===== src/hdl/aik_pkg.sv =====
// Shared types, widths and constants of the arm inverse kinematics pipeline.
// No dependencies; every other file refers to this package by scoped names.
`default_nettype none
package aik_pkg;

  localparam int POS_W     = 16;
  localparam int LEN_W     = 15;
  localparam int DX_W      = 17;
  localparam int SQ_IN_W   = 64;
  localparam int SQ_N      = SQ_IN_W / 2;
  localparam int AT_W      = 32;
  localparam int CW        = 36;
  localparam int ANG_W     = 25;
  localparam int SUM_W     = 28;
  localparam int NORM_N    = 5;
  localparam int CORDIC_N  = 20;
  localparam int AT_N      = NORM_N + 1 + CORDIC_N;
  localparam int FRONT_N   = 4;
  localparam int MID_N     = 6;
  localparam int BACK_N    = 3;
  localparam int LAT       = FRONT_N + SQ_N + MID_N + SQ_N + 1 + AT_N + BACK_N;

  localparam int CFG_IDX_W = 3;
  localparam logic [CFG_IDX_W-1:0] CFG_UPPER_ARM = 3'd0;
  localparam logic [CFG_IDX_W-1:0] CFG_FOREARM   = 3'd1;
  localparam logic [CFG_IDX_W-1:0] CFG_OFFSET_X  = 3'd2;
  localparam logic [CFG_IDX_W-1:0] CFG_REACH     = 3'd3;
  localparam logic [CFG_IDX_W-1:0] CFG_BASE_MIN  = 3'd4;
  localparam logic [CFG_IDX_W-1:0] CFG_BASE_MAX  = 3'd5;
  localparam logic [CFG_IDX_W-1:0] CFG_SHLD_MIN  = 3'd6;
  localparam logic [CFG_IDX_W-1:0] CFG_SHLD_MAX  = 3'd7;

  localparam logic [LEN_W-1:0]        RST_UPPER_ARM = 15'd8640;
  localparam logic [LEN_W-1:0]        RST_FOREARM   = 15'd9408;
  localparam logic signed [POS_W-1:0] RST_OFFSET_X  = 16'sd0;
  localparam logic signed [POS_W-1:0] RST_REACH     = 16'sd32767;
  localparam logic signed [POS_W-1:0] RST_BASE_MIN  = -16'sd5760;
  localparam logic signed [POS_W-1:0] RST_BASE_MAX  = 16'sd5760;
  localparam logic signed [POS_W-1:0] RST_SHLD_MIN  = -16'sd1280;
  localparam logic signed [POS_W-1:0] RST_SHLD_MAX  = 16'sd5440;

  localparam logic signed [POS_W-1:0] ELBOW_MIN = -16'sd640;
  localparam logic signed [POS_W-1:0] ELBOW_MAX = 16'sd6080;

  localparam int DEG90   = 90 * 65536;
  localparam int DEG180  = 180 * 65536;
  localparam int ANG_SAT = 23040;

  localparam int CORDIC_TAB [CORDIC_N] = '{
    2949120, 1740967, 919879, 466945, 234379, 117304, 58666, 29335,
    14668, 7334, 3667, 1833, 917, 458, 229, 115, 57, 29, 14, 7
  };

  typedef struct packed {
    logic signed [DX_W-1:0]  dx;
    logic signed [POS_W-1:0] py;
    logic signed [POS_W-1:0] pz;
    logic                    beyond;
    logic                    py_zero;
    logic [32:0]             c2;
  } sidea_t;

  typedef struct packed {
    logic signed [DX_W:0]    r;
    logic signed [POS_W-1:0] py;
    logic signed [POS_W-1:0] pz;
    logic [DX_W-1:0]         dx_abs;
    logic                    py_zero;
  } car_t;

  typedef struct packed {
    logic        fail;
    logic [30:0] nm1;
    logic        neg1;
    logic [30:0] nm2;
    logic        neg2;
  } acs_t;

  typedef struct packed {
    car_t car;
    acs_t acs;
  } sideb_t;

  typedef struct packed {
    logic py_zero;
    logic fail;
  } sidec_t;

  // fine angle (1/65536 deg) to 1/64 deg, round half up, saturate
  function automatic logic signed [POS_W-1:0] to_out(input logic signed [SUM_W-1:0] f);
    logic signed [SUM_W-1:0] t;
    t = (f + SUM_W'(512)) >>> 10;
    if (t > SUM_W'(ANG_SAT)) t = SUM_W'(ANG_SAT);
    if (t < -SUM_W'(ANG_SAT)) t = -SUM_W'(ANG_SAT);
    return t[POS_W-1:0];
  endfunction

endpackage
`default_nettype wire


===== src/hdl/aik_isqrt.sv =====
// Pipelined integer square root, one result bit per stage, floor result.
// Depends on aik_pkg for widths and stage count.
`default_nettype none
module aik_isqrt (
  input  logic                        clk_i,
  input  logic                        en_i,
  input  logic [aik_pkg::SQ_IN_W-1:0] val_i,
  output logic [aik_pkg::SQ_N-1:0]    root_o
);
  localparam int N  = aik_pkg::SQ_N;
  localparam int RW = N + 2;

  logic [RW-1:0]              rem_q  [N];
  logic [RW-1:0]              rem_d  [N];
  logic [N-1:0]               root_q [N];
  logic [N-1:0]               root_d [N];
  logic [aik_pkg::SQ_IN_W-1:0] val_q [N];
  logic [aik_pkg::SQ_IN_W-1:0] val_d [N];

  always_comb begin
    logic [RW-1:0]               pr;
    logic [N-1:0]                pq;
    logic [aik_pkg::SQ_IN_W-1:0] pv;
    logic [RW+1:0]               tr;
    logic [RW+1:0]               tt;
    for (int s = 0; s < N; s++) begin
      if (s == 0) begin
        pr = '0;
        pq = '0;
        pv = val_i;
      end else begin
        pr = rem_q[s-1];
        pq = root_q[s-1];
        pv = val_q[s-1];
      end
      tr = {pr, pv[aik_pkg::SQ_IN_W-1 -: 2]};
      tt = {2'b00, pq, 2'b01};
      if (tr >= tt) begin
        rem_d[s]  = RW'(tr - tt);
        root_d[s] = {pq[N-2:0], 1'b1};
      end else begin
        rem_d[s]  = tr[RW-1:0];
        root_d[s] = {pq[N-2:0], 1'b0};
      end
      val_d[s] = {pv[aik_pkg::SQ_IN_W-3:0], 2'b00};
    end
  end

  always_ff @(posedge clk_i) begin
    if (en_i) begin
      rem_q  <= rem_d;
      root_q <= root_d;
      val_q  <= val_d;
    end
  end

  assign root_o = root_q[N-1];
endmodule
`default_nettype wire


===== config.mk =====
export PLATFORM = sky130hd
export DESIGN_NAME = aik_isqrt
export DESIGN_NICKNAME = d
export VERILOG_FILES = /design/src/hdl/aik_pkg.sv /design/src/hdl/aik_isqrt.sv
export SDC_FILE = /design/constraint.sdc
export NUM_CORES = 2
export LEC_CHECK = 0
export BUFFER_PORTS_ARGS = -buffer_cell sky130_fd_sc_hd__buf_4
export CORE_ASPECT_RATIO = 2
export CORE_UTILIZATION = 66
export CTS_BUF_LIST = sky130_fd_sc_hd__clkbuf_2 sky130_fd_sc_hd__clkbuf_4 sky130_fd_sc_hd__clkbuf_8
export DETAILED_ROUTE_END_ITERATION = 16
export PLACE_DENSITY = 0.8
export SYNTH_ARGS = -nofsm -noshare
export SYNTH_HDL_FRONTEND = slang
export SYNTH_SLANG_ARGS = --single-unit

===== constraint.sdc =====
create_clock -name clk_i -period 8.65 [get_ports clk_i]
set_clock_uncertainty 0.05 [all_clocks]
set_input_delay 1.73 -clock clk_i [delete_from_list [all_inputs] [get_ports clk_i]]
set_output_delay 1.73 -clock clk_i [all_outputs]
set_load 0.05 [all_outputs]

Word level (Yosys, flattened, before mapping)
Index checks and enable logic that the tools add are counted.
W data, S select, Z words.
- register bits: 2543
- latch bits: 0
- bits in writable memories: 0
- memory bits (read-only): 0
- input port bits: 66
- output and inout port bits: 32
- word-level logic and storage cells: 221
- memories: 0
- add/sub/neg operators: 31
- multipliers: 0
- div/mod/pow operators: 0
- order comparisons: 32
- equality and inequality tests: 0
- shift operators: 0
- multiplexer cells: 63
- bitwise gates (word level): 0
- reduce and logical (&&, ||, !) cells: 0
- operators with widths (cell ; count):
    $mux W34 ; 30
    $ge A36 B10 Y1 ; 1
    $ge A36 B11 Y1 ; 1
    $ge A36 B12 Y1 ; 1
    $ge A36 B13 Y1 ; 1
    $ge A36 B14 Y1 ; 1
    $ge A36 B15 Y1 ; 1
    $ge A36 B16 Y1 ; 1
    $ge A36 B17 Y1 ; 1
    $ge A36 B18 Y1 ; 1
    $ge A36 B19 Y1 ; 1
    $ge A36 B20 Y1 ; 1
    $ge A36 B21 Y1 ; 1
    $ge A36 B22 Y1 ; 1
    $ge A36 B23 Y1 ; 1
    $ge A36 B24 Y1 ; 1
    $ge A36 B25 Y1 ; 1
    $ge A36 B26 Y1 ; 1
    $ge A36 B27 Y1 ; 1
    $ge A36 B28 Y1 ; 1
    $ge A36 B29 Y1 ; 1
    $ge A36 B3 Y1 ; 1
    $ge A36 B30 Y1 ; 1
    $ge A36 B31 Y1 ; 1
    42 further kinds ; 73

Logic depth before layout (Yosys ltp)
- depth in word-level cells: 2
- depth in mapped cells: 15
- mapped depth without buffers: 12

Worst setup path after synthesis
No wires, ideal clock.
- kind: register -> register
- start point: register rem_q[955] (netlist name)
- end point: register rem_q[950] (netlist name), data pin
- setup time: 0.258 ns
- arrival time: 3.245 ns
- data required time: 8.342 ns
- slack: 5.097 ns
- stages on the path, launching flop included: 10
- buffers on the path: 0
- period minus slack after synthesis: 3.553 ns
- cell sequence: edfxtp_1 > ha_1 > nand2_1 > or4b_1 > o211ai_2 > or4b_4 > or3_4 > or3_4 > or4_4 > xnor2_2
- RTL lines (item ; RTL line ; source):
    start: declaration ; aik_isqrt.sv:13 ; logic [RW-1:0] rem_q [N];
    start signal: assignment ; aik_isqrt.sv:51 ; rem_q <= rem_d;

==> results_dict.tcl <==
set metrics [dict create \
    synth_top_family_by_area "simple AND/OR/NAND/NOR gates" \
    reg2reg_depth 11 \
    critical_path.max_fanout 54 \
    dpl_cell_area_sq_um 121000 \
    dr.pass1.iters 8 \
    yosys.area.top_type_share 0.643 \
    cts_max_level 5 \
    dieArea_sq_um 179000 \
    ys.flop_type "edfxtp_1" \
    nets 10100 \
    path_clk_slew_ps 70 \
    ys_seq_area_frac 0.643 \
    whs_path_depth 0 \
    relSlewSlack 0.0186 \
    antenna_found_initial 12 \
    vdd_drop_max_uv 203 \
    numCtsBuffers 342 \
    vias 73400 \
    worst_r2r_endpoint "rem_q[142]$_DFFE_PP_" \
    first_iter_violations 4682 \
    cts_max_path_buffers 4 \
    synth-simple-area-share 0.101 \
    die_h_microns 598 \
    hold_class "flop to flop" \
    grt_start_max_net_pins 207 \
    dp_hpwl_mm 210 \
    area_growth_pct 9.00 \
    fmax_mhz 211 \
    synth_xor_area_frac 0.0625 \
    synth_nets 9759 \
    yosysTopAreaCell "edfxtp_1" \
    cp.required_ps 9200 \
    grt_pass1_wl_mm 424 \
    drc_errors 0 \
    vias_per_cell 6.11 \
    worstReg2RegStart "root_q[163]$_DFFE_PP_" \
    grt_pass1_vias 75300 \
    place_congestion 0.987 \
    wl_per_cell_microns 23.8 \
    core_area_sq_um 176000 \
    yosys-top-cells-count "edfxtp_1, inv_1, a21oi_1" \
    synth_area_leaders "edfxtp_1, ha_1, xnor2_1, xor2_1, a21oi_1" \
    timing_hold_violations_final 0 \
    start_util 0.664 \
    stdcell_area_sq_um 128000 \
    tns_ps 0 \
    rsz0062_at_grt "no" \
    startpoint_type "flop" \
    cp-end-kind "flop" \
    worstHoldStart "val_d[1696]$_DFFE_PP_" \
    synth_fa_ha_area_frac 0.0603 \
    cts-root-buf "clkbuf_8" \
    worstMarginPinSlew_ps 1460 \
    drive_gt1_frac 0.0866 \
    crit_arrival_ps 5280 \
    insertion_delay_ps 960 \
    fin_crit_sh 0.547 \
    ys_warn_count 0 \
    overflow 0 \
    dpl.cell_count 11400 \
    fin_total_pwr_mw 33.5 \
    min_period_ps 4730 \
    fill_cells 11500 \
    cts_setup_buffers 0 \
    grt_util_all_layers 0.317 \
    cts_hold_buf 0 \
    async_flop_share 0 \
    setup_viol 0 \
    ff2ff_setup_slack_ps 3920 \
    yosys-mux-area-fraction 0.00895 \
    ios 98 \
    antenna_left 0 \
    row_count 218 \
    wl_mm 285 \
    avgSynthCellArea_sq_um 12.8 \
    whs_endpoint "val_d[1634]$_DFFE_PP_" \
    power_density_nw_per_um2 262 \
    ys_ff_latch 2509 \
    path_class "flop to flop" \
    syn_inst 9128 \
    port_buffers 97 \
    cts_resized 0 \
    clock-sinks 2509 \
    dieWidth_microns 300 \
    synth-compound-area-share 0.0952 \
    slew_viol_final 0 \
    cts_tree "yes" \
    syn_area_sq_um 117000 \
    synth_edf_count 2509 \
    yosys.cell_count.top_type "edfxtp_1" \
    final_cells 12000 \
    p_leak_nw 49.3 \
    yosysUniqueCellTypes 84 \
    cap_violations 0 \
    status "complete, no violations" \
]
area by class of cell:
class	count	area (sq um)	share of cell area
multi-input cells	5698	38600	0.302
well taps	2310	2890	0.0226
flip-flops and latches	2509	75300	0.589
diodes	9	22.5	0.000176
clock inverters	187	1590	0.0125
inverters	731	2740	0.0215
clock buffers	415	5310	0.0416
repair buffers	155	1320	0.0103
where the power goes:
group          total, mW  switching [mW]  internal [mW]
combinational       7.55            4.58           2.97
clock               9.30            4.39           4.91
sequential          16.6            1.24           15.4
registers in the layout (all words and copies together) (netlist names):
register	count
val_q	62
root_o	32
root_q	496
val_d	930
rem_q	989
cells in the final DEF (no fill, tap or decap), types with 17 or more instances in the layout:
cell type  instances
edfxtp_1        2509
inv_1            727
a21oi_1          615
nor2_1           596
nand2_1          566
ha_1             565
o21ai_0          434
xnor2_1          430
xor2_1           403
clkbuf_8         351
nor3_1           251
a21o_1           237
nand3_1          178
buf_4            143
nor4_1           122
o21a_1           115
nand4_1          101
nand2b_1         100
or3_1             96
clkinv_1          91
mux2_2            79
nor2b_1           78
clkbuf_4          64
or4_1             55
and3_1            53
clkinv_2          52
o21bai_1          47
a31oi_1           45
o31ai_1           44
a211oi_1          42
or2_2             40
nand3b_1          36
o211ai_1          36
and2_1            32
bufinv_16         28
a21boi_0          21
nor3b_1           17
layer usage:
layer,wire length [microns],global-route usage,vias to the layer above,share of wire
li1,-,-,34300,-
met1,84200,0.265,35600,0.30
met2,157000,0.610,2336,0.55
met3,11700,0.0513,1091,0.041
met4,32100,0.304,6,0.11
met5,31,0,-,0.00011
stage by stage:
step	hold slack [ps]	utilization	worst slack [ps]
final	350	0.724	3920
after global routing	349	0.724	3790
after CTS	343	0.724	4260
after detailed placement	355	0.685	4290
after global placement	350	0.685	4340
after floorplan	350	-	5100
logic make-up after synthesis:
kind of cell / after synthesis
multiplexers: 95
other: 1
AND/OR/NAND/NOR: 2388
XOR/XNOR: 835
flip-flops: 2509
AO/OA/AOI/OAI: 1814
buffers and inverters: 921
adder cells (fa/ha/maj): 565
worst max-delay path, cell delays in order, from the launching register on:
cell      delay, ps
edfxtp_1        750
inv_1            90
ha_1            380
a21o_1          220
or3_1           350
o21a_1          250
o21ai_0         390
o211ai_1        270
a21oi_1         350
o311ai_4        130
buf_4           350
a21oi_1         760
how the worst max path moves through the flow:
stage / startpoint / end / slack [ps] / cells past startpoint
6_report: root_q[163]$_DFFE_PP_ / rem_q[142]$_DFFE_PP_ / 3920 / 11
5_1_grt: root_q[166]$_DFFE_PP_ / rem_q[141]$_DFFE_PP_ / 3790 / 11
4_1_cts: rem_q[350]$_DFFE_PP_ / rem_q[323]$_DFFE_PP_ / 4260 / 8
3_5_place_dp: rem_q[350]$_DFFE_PP_ / rem_q[323]$_DFFE_PP_ / 4290 / 8
3_3_place_gp: root_q[163]$_DFFE_PP_ / rem_q[142]$_DFFE_PP_ / 4340 / 11
2_1_floorplan: rem_q[955]$_DFFE_PP_ / rem_q[950]$_DFFE_PP_ / 5100 / 9
Power figures use the tool's default switching activity.
